$ cat config.mk
export PLATFORM = sky130hd
export DESIGN_NAME = rsfe_cfg
export DESIGN_NICKNAME = d
export VERILOG_FILES = /design/src/rtl/rsfe_pkg.sv /design/src/rtl/rsfe_cfg.sv
export SDC_FILE = /design/constraint.sdc
export NUM_CORES = 1
export LEC_CHECK = 0
export ABC_CLOCK_PERIOD_IN_PS = 10550
export BUFFER_PORTS_ARGS = -buffer_cell sky130_fd_sc_hd__buf_2
export CAP_MARGIN = 40
export CORE_MARGIN = 2
export CORE_UTILIZATION = 55
export CTS_CLUSTER_DIAMETER = 150
export CTS_CLUSTER_SIZE = 25
export DETAILED_ROUTE_END_ITERATION = 12
export GPL_TIMING_DRIVEN = 0
export PLACE_DENSITY = 0.71
export SYNTH_ARGS = -nofsm -noshare
export SYNTH_HDL_FRONTEND = slang
export SYNTH_SLANG_ARGS = --single-unit
$ cat constraint.sdc
create_clock -name clk -period 10.55 [get_ports clk]
set_input_delay 1.055 -clock clk [delete_from_list [all_inputs] [get_ports clk]]
set_output_delay 1.055 -clock clk [all_outputs]
set_load 0.05 [all_outputs]
$ cat src/rtl/rsfe_pkg.sv
// Package: shared types, codes and helpers of the raster solid fill engine.
`timescale 1ns / 1ps
`default_nettype none

package rsfe_pkg;

  localparam int RSFE_OFFSET_BITS = 32;

  localparam logic       OP_START = 1'b0;
  localparam logic       OP_STEP  = 1'b1;

  localparam logic [1:0] ERR_NONE  = 2'd0;
  localparam logic [1:0] ERR_DEPTH = 2'd1;
  localparam logic [1:0] ERR_ROW   = 2'd2;

  localparam logic [1:0] REG_PIXEL_DEPTH = 2'd0;
  localparam logic [1:0] REG_BIG_ENDIAN  = 2'd1;
  localparam logic [1:0] REG_ROW_BYTES   = 2'd2;
  localparam logic [1:0] REG_ROW_COUNT   = 2'd3;

  localparam logic [5:0] DEPTH_RESET = 6'd8;
  localparam logic [5:0] TRIP_LO     = 6'd17;
  localparam logic [5:0] TRIP_HI     = 6'd24;

  typedef struct packed {
    logic        opcode;
    logic [31:0] fill_value;
  } rsfe_in_t;

  typedef struct packed {
    logic        write_valid;
    logic [31:0] byte_offset;
    logic [31:0] write_data;
    logic [2:0]  byte_count;
    logic        last;
    logic [1:0]  error;
  } rsfe_out_t;

  typedef struct packed {
    logic [5:0]  pixel_depth;
    logic        big_endian;
    logic [15:0] row_bytes;
    logic [15:0] row_count;
    logic [15:0] per_row;
    logic [31:0] total;
  } rsfe_cfg_t;

  // x / 3 for 16-bit x: reciprocal multiply, exact over the full range
  function automatic logic [15:0] div3(input logic [15:0] x);
    logic [31:0] p;
    p = {16'b0, x} * 32'd43691;
    return {1'b0, p[31:17]};
  endfunction

  function automatic logic [31:0] swap32(input logic [31:0] v);
    return {v[7:0], v[15:8], v[23:16], v[31:24]};
  endfunction

endpackage

`default_nettype wire

$ cat src/rtl/rsfe_cfg.sv
// Configuration registers plus derived per-row triplet count and area size.
`timescale 1ns / 1ps
`default_nettype none

module rsfe_cfg (
  input  wire logic              clk,
  input  wire logic              rst,
  input  wire logic              we,
  input  wire logic [1:0]        index,
  input  wire logic [15:0]       wdata,
  output rsfe_pkg::rsfe_cfg_t    cfg
);
  import rsfe_pkg::*;

  rsfe_cfg_t   regs;
  logic [15:0] mul_a;
  logic [15:0] mul_b;

  // one multiplier: new operand times the other stored dimension
  always_comb begin
    if (index == REG_ROW_BYTES) begin
      mul_a = wdata;
      mul_b = regs.row_count;
    end else begin
      mul_a = regs.row_bytes;
      mul_b = wdata;
    end
  end

  always_ff @(posedge clk) begin
    if (rst) begin
      regs.pixel_depth <= DEPTH_RESET;
      regs.big_endian  <= 1'b0;
      regs.row_bytes   <= '0;
      regs.row_count   <= '0;
      regs.per_row     <= '0;
      regs.total       <= '0;
    end else if (we) begin
      case (index)
        REG_PIXEL_DEPTH: regs.pixel_depth <= wdata[5:0];
        REG_BIG_ENDIAN:  regs.big_endian  <= wdata[0];
        REG_ROW_BYTES: begin
          regs.row_bytes <= wdata;
          regs.per_row   <= div3(wdata);
          regs.total     <= 32'(mul_a) * 32'(mul_b);
        end
        REG_ROW_COUNT: begin
          regs.row_count <= wdata;
          regs.total     <= 32'(mul_a) * 32'(mul_b);
        end
        default: ;
      endcase
    end
  end

  assign cfg = regs;

endmodule

`default_nettype wire

==> results of run 1 <==
## power groups by stage
stage | combinational [mW] | clock (mW) | sequential [mW]
4_1_cts | 3.72 | 0.333 | 0.401
6_report | 3.76 | 0.331 | 0.402
5_1_grt | 4.21 | 0.343 | 0.408
3_5_place_dp | 3.66 | 0 | 0.407
3_3_place_gp | 3.61 | 0 | 0.407
2_1_floorplan | 2.54 | 0 | 0.572
## area by class of cell
class	count	share of cell area
multi-input combinational	1342	0.729
sequential	86	0.0963
clock inverter	7	0.00371
clock buffer	9	0.0126
timing repair buffer	116	0.0347
inverter	397	0.0834
tap	390	0.0273
buffer	59	0.0133
## through the flow
stage          cells  worst slack [ns]  utilization  hold slack, ns  instance area [µm²]
2_1_floorplan   1884              3.09            -           0.670                16500
3_3_place_gp    2377              1.72        0.591           0.439                17500
6_report        2406              2.01        0.605           0.455                17900
5_1_grt         2406              1.67        0.605           0.467                17900
3_5_place_dp    2390              1.85        0.595           0.443                17600
4_1_cts         2406              2.20        0.605           0.456                17900
## worst max-delay path, cell delays in order
cell	delay, ns
clkbuf_1	0.27
nand2b_1	0.16
buf_2	0.24
buf_2	0.32
mux2i_1	0.76
clkbuf_1	0.57
nor2_1	0.13
fa_1	0.53
inv_1	0.05
fa_1	0.47
inv_1	0.05
fa_1	0.48
fa_1	0.52
fa_1	0.55
inv_1	0.07
fa_1	0.54
inv_1	0.06
ha_1	0.39
a21o_1	0.26
a21o_1	0.19
a21o_1	0.18
a31o_2	0.24
a31oi_2	0.22
o21ai_1	0.10
xor2_1	0.16
a22o_1	0.21
## Yosys cell counts, types with 10 or more instances
| cell | n | share of area |
|---|---|---|
| mux2_2 | 18 | 0.012 |
| o21ai_0 | 35 | 0.011 |
| nand2_1 | 256 | 0.058 |
| o21a_1 | 19 | 0.0087 |
| ha_1 | 230 | 0.17 |
| a211oi_1 | 23 | 0.010 |
| nor2_1 | 168 | 0.038 |
| a21oi_1 | 82 | 0.025 |
| buf_2 | 10 | 0.0030 |
| a21o_1 | 25 | 0.011 |
| inv_1 | 397 | 0.090 |
| fa_1 | 276 | 0.34 |
| nand3_1 | 10 | 0.0030 |
| xnor2_1 | 21 | 0.011 |
| a22o_1 | 12 | 0.0064 |
| nor3_1 | 11 | 0.0033 |
| clkbuf_1 | 45 | 0.010 |
| xor2_1 | 14 | 0.0074 |
| mux2i_1 | 27 | 0.016 |
| dfxtp_1 | 86 | 0.10 |
## worst paths after layout
check	from	depth (start not counted)	endpoint
setup / recovery	index[0]	26	cfg[27]
hold / removal	cfg[33]	2	cfg[33]
setup reg to reg	cfg[53]	22	cfg[27]
hold reg to reg	cfg[33]	2	cfg[33]
## cell usage in the layout, fill, tap and decap left out, types with 21 or more instances in the layout
master,synthesis,routed
a211oi_1,23,23
a21o_1,25,25
a21oi_1,82,82
buf_2,10,113
clkbuf_1,45,45
dfxtp_1,86,86
fa_1,276,276
ha_1,230,230
inv_1,397,397
mux2i_1,27,26
nand2_1,256,256
nor2_1,168,168
o21ai_0,35,35
xnor2_1,21,21
## kinds of logic (layout without fill, tap and decap cells)
kind of cell / after synthesis / in the layout / synth area share
flip-flops: 86 / 86 / 0.105
AND/OR/NAND/NOR: 496 / 496 / 0.125
XOR/XNOR: 35 / 35 / 0.0186
other: 1 / 1 / 0.000228
buffers and inverters: 456 / 588 / 0.105
AO/OA/AOI/OAI: 259 / 259 / 0.108
adder cells (fa/ha/maj): 506 / 506 / 0.510
multiplexers: 45 / 45 / 0.0287
## metal layers
layer	wire length [µm]	vias up	GRT usage
met5	12	-	0
li1	-	6190	-
met3	5770	100	0.101
met2	20400	639	0.483
met1	20900	6556	0.468
met4	1610	2	0.108
==> flow_summary.json, run 1 <==
{
  "synth_cell_types": 72,
  "rsz0062_at_grt": "no",
  "worstPathMaxFanout": 10,
  "path_class": "in -> reg",
  "worst_slew_pin_slew_ns": 0.899,
  "clockPowerShare": 0.074,
  "cts-root-buf": "clkbuf_16",
  "ios": 108,
  "syn_to_final_growth_pct": 8.52,
  "start_kind": "input port",
  "drt_iter0_drc": 1191,
  "cts.sinks": 86,
  "grt_antenna_before_repair": 1,
  "die_w_um": 177,
  "total_leakage_power_nw": 9.36,
  "cts_resized": 0,
  "seq_area_um2": 1720,
  "largest_register_ff_count": 86,
  "core_area_um2": 29600,
  "max_freq_mhz": 117,
  "first_global_vias": 13900,
  "synthArstFlopShare": 0,
  "gp_congestion": 1.00,
  "wl_per_cell_um": 20.2,
  "design_power_total_mw": 4.49,
  "cts_tree": "done",
  "overflow": 0,
  "vias": 13500,
  "drc": 0,
  "status": "finished clean",
  "multi_input_area_um2": 13000,
  "ir_drop_mv": 0.257,
  "via_per_inst": 5.61,
  "initial_core_util": 0.557,
  "p_seq_frac": 0.089,
  "dpl.hpwl_mm": 41.1,
  "drv_slew": 0,
  "pwr-share-comb": 0.837,
  "hold_class": "reg -> reg",
  "p_sw_mw": 2.56,
  "track_usage": 0.331,
  "p_int_mw": 1.94,
  "hold_buffers": 0,
  "max_slew_margin": 0.384,
  "ys.flop_type": "dfxtp_1",
  "grt_pass1_wl_mm": 77.8,
  "fin_crit_sh": 0.809,
  "synth_edf_count": 0,
  "fill_cells": 2640,
  "grt_start_max_net_pins": 18,
  "cts.path.max_buffers": 2,
  "powerDensity_nw_per_um2": 251,
  "synth_seq_cells": 86,
  "dieArea_um2": 31300,
  "final-setup-viol-count": 0,
  "reg2reg_slack_ns": 3.47,
  "maxCapViolations": 0,
  "layout_min_cycle_time_ns": 8.54,
  "cts_post_setup_buffers_inserted": 0,
  "setup_tns_ns": 0,
  "ant_nets": 0,
  "syn_inst": 1884,
  "cts-buffers-inserted": 9,
  "port_buffers": 103,
  "required_ns": 10.81,
  "netlist_area_um2": 16500,
  "ys_seq_area_frac": 0.105,
  "sw_frac_of_total": 0.569,
  "die_y_um": 177,
  "layout-drive-gt1-share": 0.0918,
  "antennaDiodeCount": 0,
  "clk_latency_ns": 0.36,
  "num-nets-final": 2538,
  "row_count": 63,
  "routed_wl_mm": 48.7,
  "postSynthAreaPerCell_um2": 8.74,
  "ys_warn_count": 0,
  "ctsHtreeMaxLevel": 3,
  "synth_fp_nets": 2411,
  "end_kind": "flip-flop",
  "clkTransAtPathRegs_ns": 0.07,
  "cp.arrival_ns": 8.79,
  "drtPass1Iterations": 6,
  "hold_viol": 0,
  "fin_skew_ns": 0.0125
}
No activity file was read; power rests on OpenSTA's default activity.
==> run 2: changes to the inputs <==
--- a/config.mk
+++ b/config.mk
@@ -5,7 +5,7 @@
 export SDC_FILE = /design/constraint.sdc
 export NUM_CORES = 1
 export LEC_CHECK = 0
-export ABC_CLOCK_PERIOD_IN_PS = 10550
+export ABC_CLOCK_PERIOD_IN_PS = 8400
 export BUFFER_PORTS_ARGS = -buffer_cell sky130_fd_sc_hd__buf_2
 export CAP_MARGIN = 40
 export CORE_MARGIN = 2
==> constraint.sdc (replaced) <==
create_clock -name clk -period 8.4 [get_ports clk]
set_input_delay 0.84 -clock clk [delete_from_list [all_inputs] [get_ports clk]]
set_output_delay 0.84 -clock clk [all_outputs]
set_load 0.05 [all_outputs]
==> flow_summary.json, run 2 (synthesized netlist as in run 1, its figures left out) <==
{
  "status": "finished clean",
  "ios": 108,
  "ant_nets": 0,
  "fin_skew_ns": 0.0137,
  "core_area_um2": 29600,
  "routed_wl_mm": 48.7,
  "grt_use_met1": 0.468,
  "clkTransAtPathRegs_ns": 0.07,
  "hold_buffers": 0,
  "rsz0062_at_grt": "no",
  "grt_start_max_net_pins": 18,
  "required_ns": 8.66,
  "die_y_um": 177,
  "layout-drive-gt1-share": 0.0958,
  "first_global_vias": 13900,
  "maxCapViolations": 0,
  "grtUsageMet3": 0.101,
  "dieArea_um2": 31300,
  "end_kind": "flip-flop",
  "grt_pass1_wl_mm": 77.8,
  "slowest_stage": "clkbuf_1",
  "port_buffers": 103,
  "cts-root-buf": "clkbuf_16",
  "max_freq_mhz": 124,
  "vias": 13500,
  "p_seq_frac": 0.089,
  "r2r_cells": 20,
  "cp_num_buf_inv": 6,
  "final_cell_mix": "inv_1, fa_1, nand2_1",
  "path_class": "in -> reg",
  "met2_usage": 0.483,
  "drtPass1Iterations": 5,
  "drc": 0,
  "fin_crit_sh": 0.962,
  "worstPathMaxFanout": 10,
  "max_slew_margin": 0.400,
  "via_per_inst": 5.62,
  "overflow": 0,
  "fin_area_um2": 17900,
  "pwr-share-comb": 0.837,
  "hold_class": "reg -> reg",
  "design_power_total_mw": 5.65,
  "ir_drop_mv": 0.324,
  "initial_core_util": 0.557,
  "grt_antenna_before_repair": 1,
  "antennaDiodeCount": 0,
  "wl_per_cell_um": 20.2,
  "drt_iter0_drc": 1105,
  "num-nets-final": 2537,
  "gp_congestion": 1.00,
  "postLayoutCoreUtil": 0.605,
  "clockPowerShare": 0.074,
  "p_int_mw": 2.44,
  "cts.sinks": 86,
  "syn_to_final_growth_pct": 8.64,
  "die_w_um": 177,
  "total_leakage_power_nw": 9.34,
  "powerDensity_nw_per_um2": 316,
  "cts-buffers-inserted": 9,
  "cp-startpoint": "index[0]",
  "mostFrequentLayoutCell": "inv_1",
  "worst_slew_pin_slew_ns": 0.900,
  "cts_tree": "done",
  "dpl.hpwl_mm": 41.1,
  "critical_path.cell_chain": "clkbuf_1 > nand2b_1 > buf_2 > buf_2 > mux2i_1 > clkbuf_1 > nor2_1 > fa_1 > fa_1 > fa_1 > fa_1 > fa_1 > inv_1 > fa_1 > inv_1 > ha_1 > a21o_1 > a21o_1 > a21o_1 > a31o_2 > a31oi_2 > o21ai_1 > xor2_1 > a22o_1",
  "sw_frac_of_total": 0.569,
  "cp.depth": 24,
  "cp_slowest_stage_delay_ns": 0.72,
  "cp_common_cell": "fa_1",
  "layout_min_cycle_time_ns": 8.08,
  "cp_top_family": "adder cells",
  "drv_slew": 0,
  "final-setup-viol-count": 0,
  "row_count": 63,
  "r2r-end": "cfg[27]",
  "largest_register_ff_count": 86,
  "hold_viol": 0,
  "place_area_um2": 17600,
  "reg2reg_slack_ns": 1.52,
  "endpoint": "cfg[27]",
  "ctsHtreeMaxLevel": 3,
  "cts.path.max_buffers": 2,
  "cp.arrival_ns": 8.34,
  "start_kind": "input port",
  "reg2reg_from": "cfg[65]",
  "setup_tns_ns": 0,
  "p_sw_mw": 3.22,
  "clk_latency_ns": 0.37,
  "busiest_layer": "met2",
  "track_usage": 0.331
}
==> run 2: changes by cell type in the layout (fill, tap and decap cells not counted) <==
cell      before  now
mux2i_1       26   21
clkbuf_1      45   41
clkbuf_2       0    3
mux2i_2        1    6
==> run 2: tightest hold or removal path, stage by stage, from the launching register on <==
cell	delay (ns)
dfxtp_1	0.31
nand2_1	0.05
a21oi_1	0.05
==> run 2: layer usage <==
| layer | part of all wire | vias to the layer above |
|---|---|---|
| li1 | - | 6194 |
| met1 | 0.43 | 6600 |
| met2 | 0.42 | 633 |
| met3 | 0.12 | 95 |
| met4 | 0.034 | 2 |
| met5 | 0.00025 | - |
==> run 2: what timing repair did <==
item | in CTS | in global routing
setup buffers | 0 | 0
endpoints found under the setup margin | 0 | 11
gates resized for setup | 0 | 11
==> run 2: area by class of cell <==
class                           instances  area [µm²]
Inverter                              397        1490
Multi-Input combinational cell       1342       13000
Timing Repair Buffer                  116         621
Buffer                                 58         238
Clock inverter                          7        66.3
Sequential cell                        86        1720
Tap cell                              390         488
Clock buffer                            9         225
Fill cell                            2642       11700
==> run 2: how the worst min path moves through the flow <==
stage                 start  endpoint  slack [ns]  cells past startpoint
floorplan           cfg[33]   cfg[33]        0.67                      2
global placement     cfg[6]    cfg[6]        0.44                      2
detailed placement  cfg[11]   cfg[11]        0.44                      2
CTS                 cfg[33]   cfg[33]        0.46                      2
global route        cfg[33]   cfg[33]        0.47                      2
finish              cfg[33]   cfg[33]        0.46                      2
==> run 2: power by group through the flow <==
stage / clock (mW) / sequential, mW / combinational [mW]
global route: 0.431 / 0.512 / 5.29
floorplan: 0 / 0.718 / 3.19
global placement: 0 / 0.511 / 4.53
detailed placement: 0 / 0.512 / 4.60
CTS: 0.419 / 0.504 / 4.67
finish: 0.416 / 0.504 / 4.73
==> run 2: through the flow <==
step / setup slack [ns] / std cells / hold slack, ns
2_1_floorplan: 1.15 / 1884 / 0.670
3_3_place_gp: -0.215 / 2377 / 0.439
3_5_place_dp: -0.0817 / 2390 / 0.443
4_1_cts: 0.270 / 2406 / 0.456
5_1_grt: 0.0167 / 2405 / 0.467
6_report: 0.318 / 2405 / 0.455
==> run 3: changes to the inputs <==
--- a/config.mk
+++ b/config.mk
@@ -14,7 +14,7 @@
 export CTS_CLUSTER_SIZE = 25
 export DETAILED_ROUTE_END_ITERATION = 12
 export GPL_TIMING_DRIVEN = 0
-export PLACE_DENSITY = 0.71
+export PLACE_DENSITY_LB_ADDON = 0.3
 export SYNTH_ARGS = -nofsm -noshare
 export SYNTH_HDL_FRONTEND = slang
 export SYNTH_SLANG_ARGS = --single-unit
==> flow_summary.json, run 3 (synthesized netlist as in run 1, its figures left out) <==
{
  "status": "finished clean",
  "drt_iter0_drc": 1389,
  "die_w_um": 177,
  "layout-drive-gt1-share": 0.0934,
  "drv_slew": 0,
  "rsz0062_at_grt": "no",
  "cp-startpoint": "index[0]",
  "worst_slew_pin_slew_ns": 1.02,
  "grt_use_met1": 0.465,
  "via_per_inst": 5.65,
  "whs_ns": 0.457,
  "largest_register_ff_count": 86,
  "overflow": 0,
  "grtUsageMet3": 0.0911,
  "ant_nets": 0,
  "max_freq_mhz": 121,
  "layout_min_cycle_time_ns": 8.27,
  "fin_skew_ns": 0.00792,
  "clkTransAtPathRegs_ns": 0.07,
  "clk_latency_ns": 0.36,
  "final-setup-viol-count": 0,
  "met2_usage": 0.492,
  "dp_cells": 2387,
  "dieArea_um2": 31300,
  "total_leakage_power_nw": 9.34,
  "cp.arrival_ns": 8.52,
  "cts-root-buf": "clkbuf_16",
  "hold_viol": 0,
  "cp_common_cell": "fa_1",
  "drc": 0,
  "core_area_um2": 29600,
  "ios": 108,
  "cp_slowest_stage_delay_ns": 0.59,
  "cts.path.max_buffers": 2,
  "min_from": "cfg[35]",
  "path_class": "in -> reg",
  "dpl.hpwl_mm": 41.4,
  "drtPass1Iterations": 6,
  "wl_per_cell_um": 20.4,
  "ir_drop_mv": 0.289,
  "required_ns": 8.66,
  "ctsHtreeMaxLevel": 3,
  "fin_area_um2": 17900,
  "first_global_vias": 13800,
  "fin_crit_sh": 0.984,
  "fin_cells": 2403,
  "antennaDiodeCount": 0,
  "critical_path.cell_chain": "clkbuf_1 > nand2b_1 > buf_2 > buf_2 > o21ai_0 > clkbuf_1 > nand2_1 > fa_1 > fa_1 > inv_1 > fa_1 > fa_1 > fa_1 > fa_1 > ha_1 > clkbuf_1 > a21oi_1 > o211ai_1 > o21ai_0 > o31a_1 > o21ai_4 > a211oi_2 > xnor2_1 > a22o_1",
  "grt_pass1_wl_mm": 77.5,
  "maxCapViolations": 0,
  "worstPathMaxFanout": 10,
  "slowest_stage": "o21ai_0",
  "cts_tree": "done",
  "gp_congestion": 1.00,
  "busiest_layer": "met2",
  "routed_wl_mm": 49.0,
  "start_kind": "input port",
  "initial_core_util": 0.557,
  "cts.sinks": 86,
  "row_count": 63,
  "setup_tns_ns": 0,
  "grt_antenna_before_repair": 0,
  "num-nets-final": 2535,
  "hold_class": "reg -> reg",
  "vias": 13600,
  "powerDensity_nw_per_um2": 318,
  "mostFrequentLayoutCell": "inv_1",
  "port_buffers": 103,
  "place_area_um2": 17600,
  "max_slew_margin": 0.316,
  "hold_buffers": 0,
  "cp_num_buf_inv": 6,
  "track_usage": 0.330,
  "end_kind": "flip-flop",
  "cts-buffers-inserted": 9,
  "cp_top_family": "adder cells",
  "final_cell_mix": "inv_1, fa_1, nand2_1",
  "postLayoutCoreUtil": 0.605,
  "grt_start_max_net_pins": 17,
  "die_y_um": 177,
  "reg2reg_from": "cfg[77]",
  "syn_to_final_growth_pct": 8.53
}
[run 3: path summary, 6_finish.rpt]
| check | end | slack (ns) | depth (start not counted) |
|---|---|---|---|
| max reg2reg | cfg[30] | 1.24 | 21 |
| max | cfg[30] | 0.13 | 24 |
| min | cfg[35] | 0.46 | 2 |
| min reg2reg | cfg[35] | 0.46 | 2 |
[run 3: what timing repair did]
action | CTS | global route
endpoints found under the setup margin | 1 | 7
gates resized for setup | 1 | 9
buffers inserted | 0 | 0
pin swaps | 0 | 0
[run 3: layer usage]
layer  part of all wire  wire length [µm]
met1               0.43             21100
met2               0.43             21000
met3               0.11              5270
met4              0.036              1740
met5                  0                 0
[run 3: where the power goes]
part	total [mW]	switching [mW]	internal (mW)
sequential	0.506	0.0356	0.470
combinational	4.74	2.99	1.75
clock	0.429	0.195	0.234
[run 3: per-stage QoR]
step	total power, mW	setup WS (ns)
after floorplan	3.91	1.15
after global placement	5.07	-0.557
after detailed placement	5.15	-0.339
after CTS	5.63	0.174
after global routing	6.22	0.00377
final	5.68	0.134
[run 3: worst min-delay path: cells and delay by family, from the launching register on]
family / cells / cell delay (ns)
simple gates: 1 / 0.05
flops: 1 / 0.31
compound gates: 1 / 0.05
[run 3: layout make-up]
type | instances | area (µm²)
Buffer | 59 | 241
Tap cell | 390 | 488
Fill cell | 2594 | 11700
Clock buffer | 9 | 225
Multi-Input combinational cell | 1342 | 13000
Sequential cell | 86 | 1720
Clock inverter | 7 | 78.8
Inverter | 397 | 1490
Timing Repair Buffer | 113 | 594
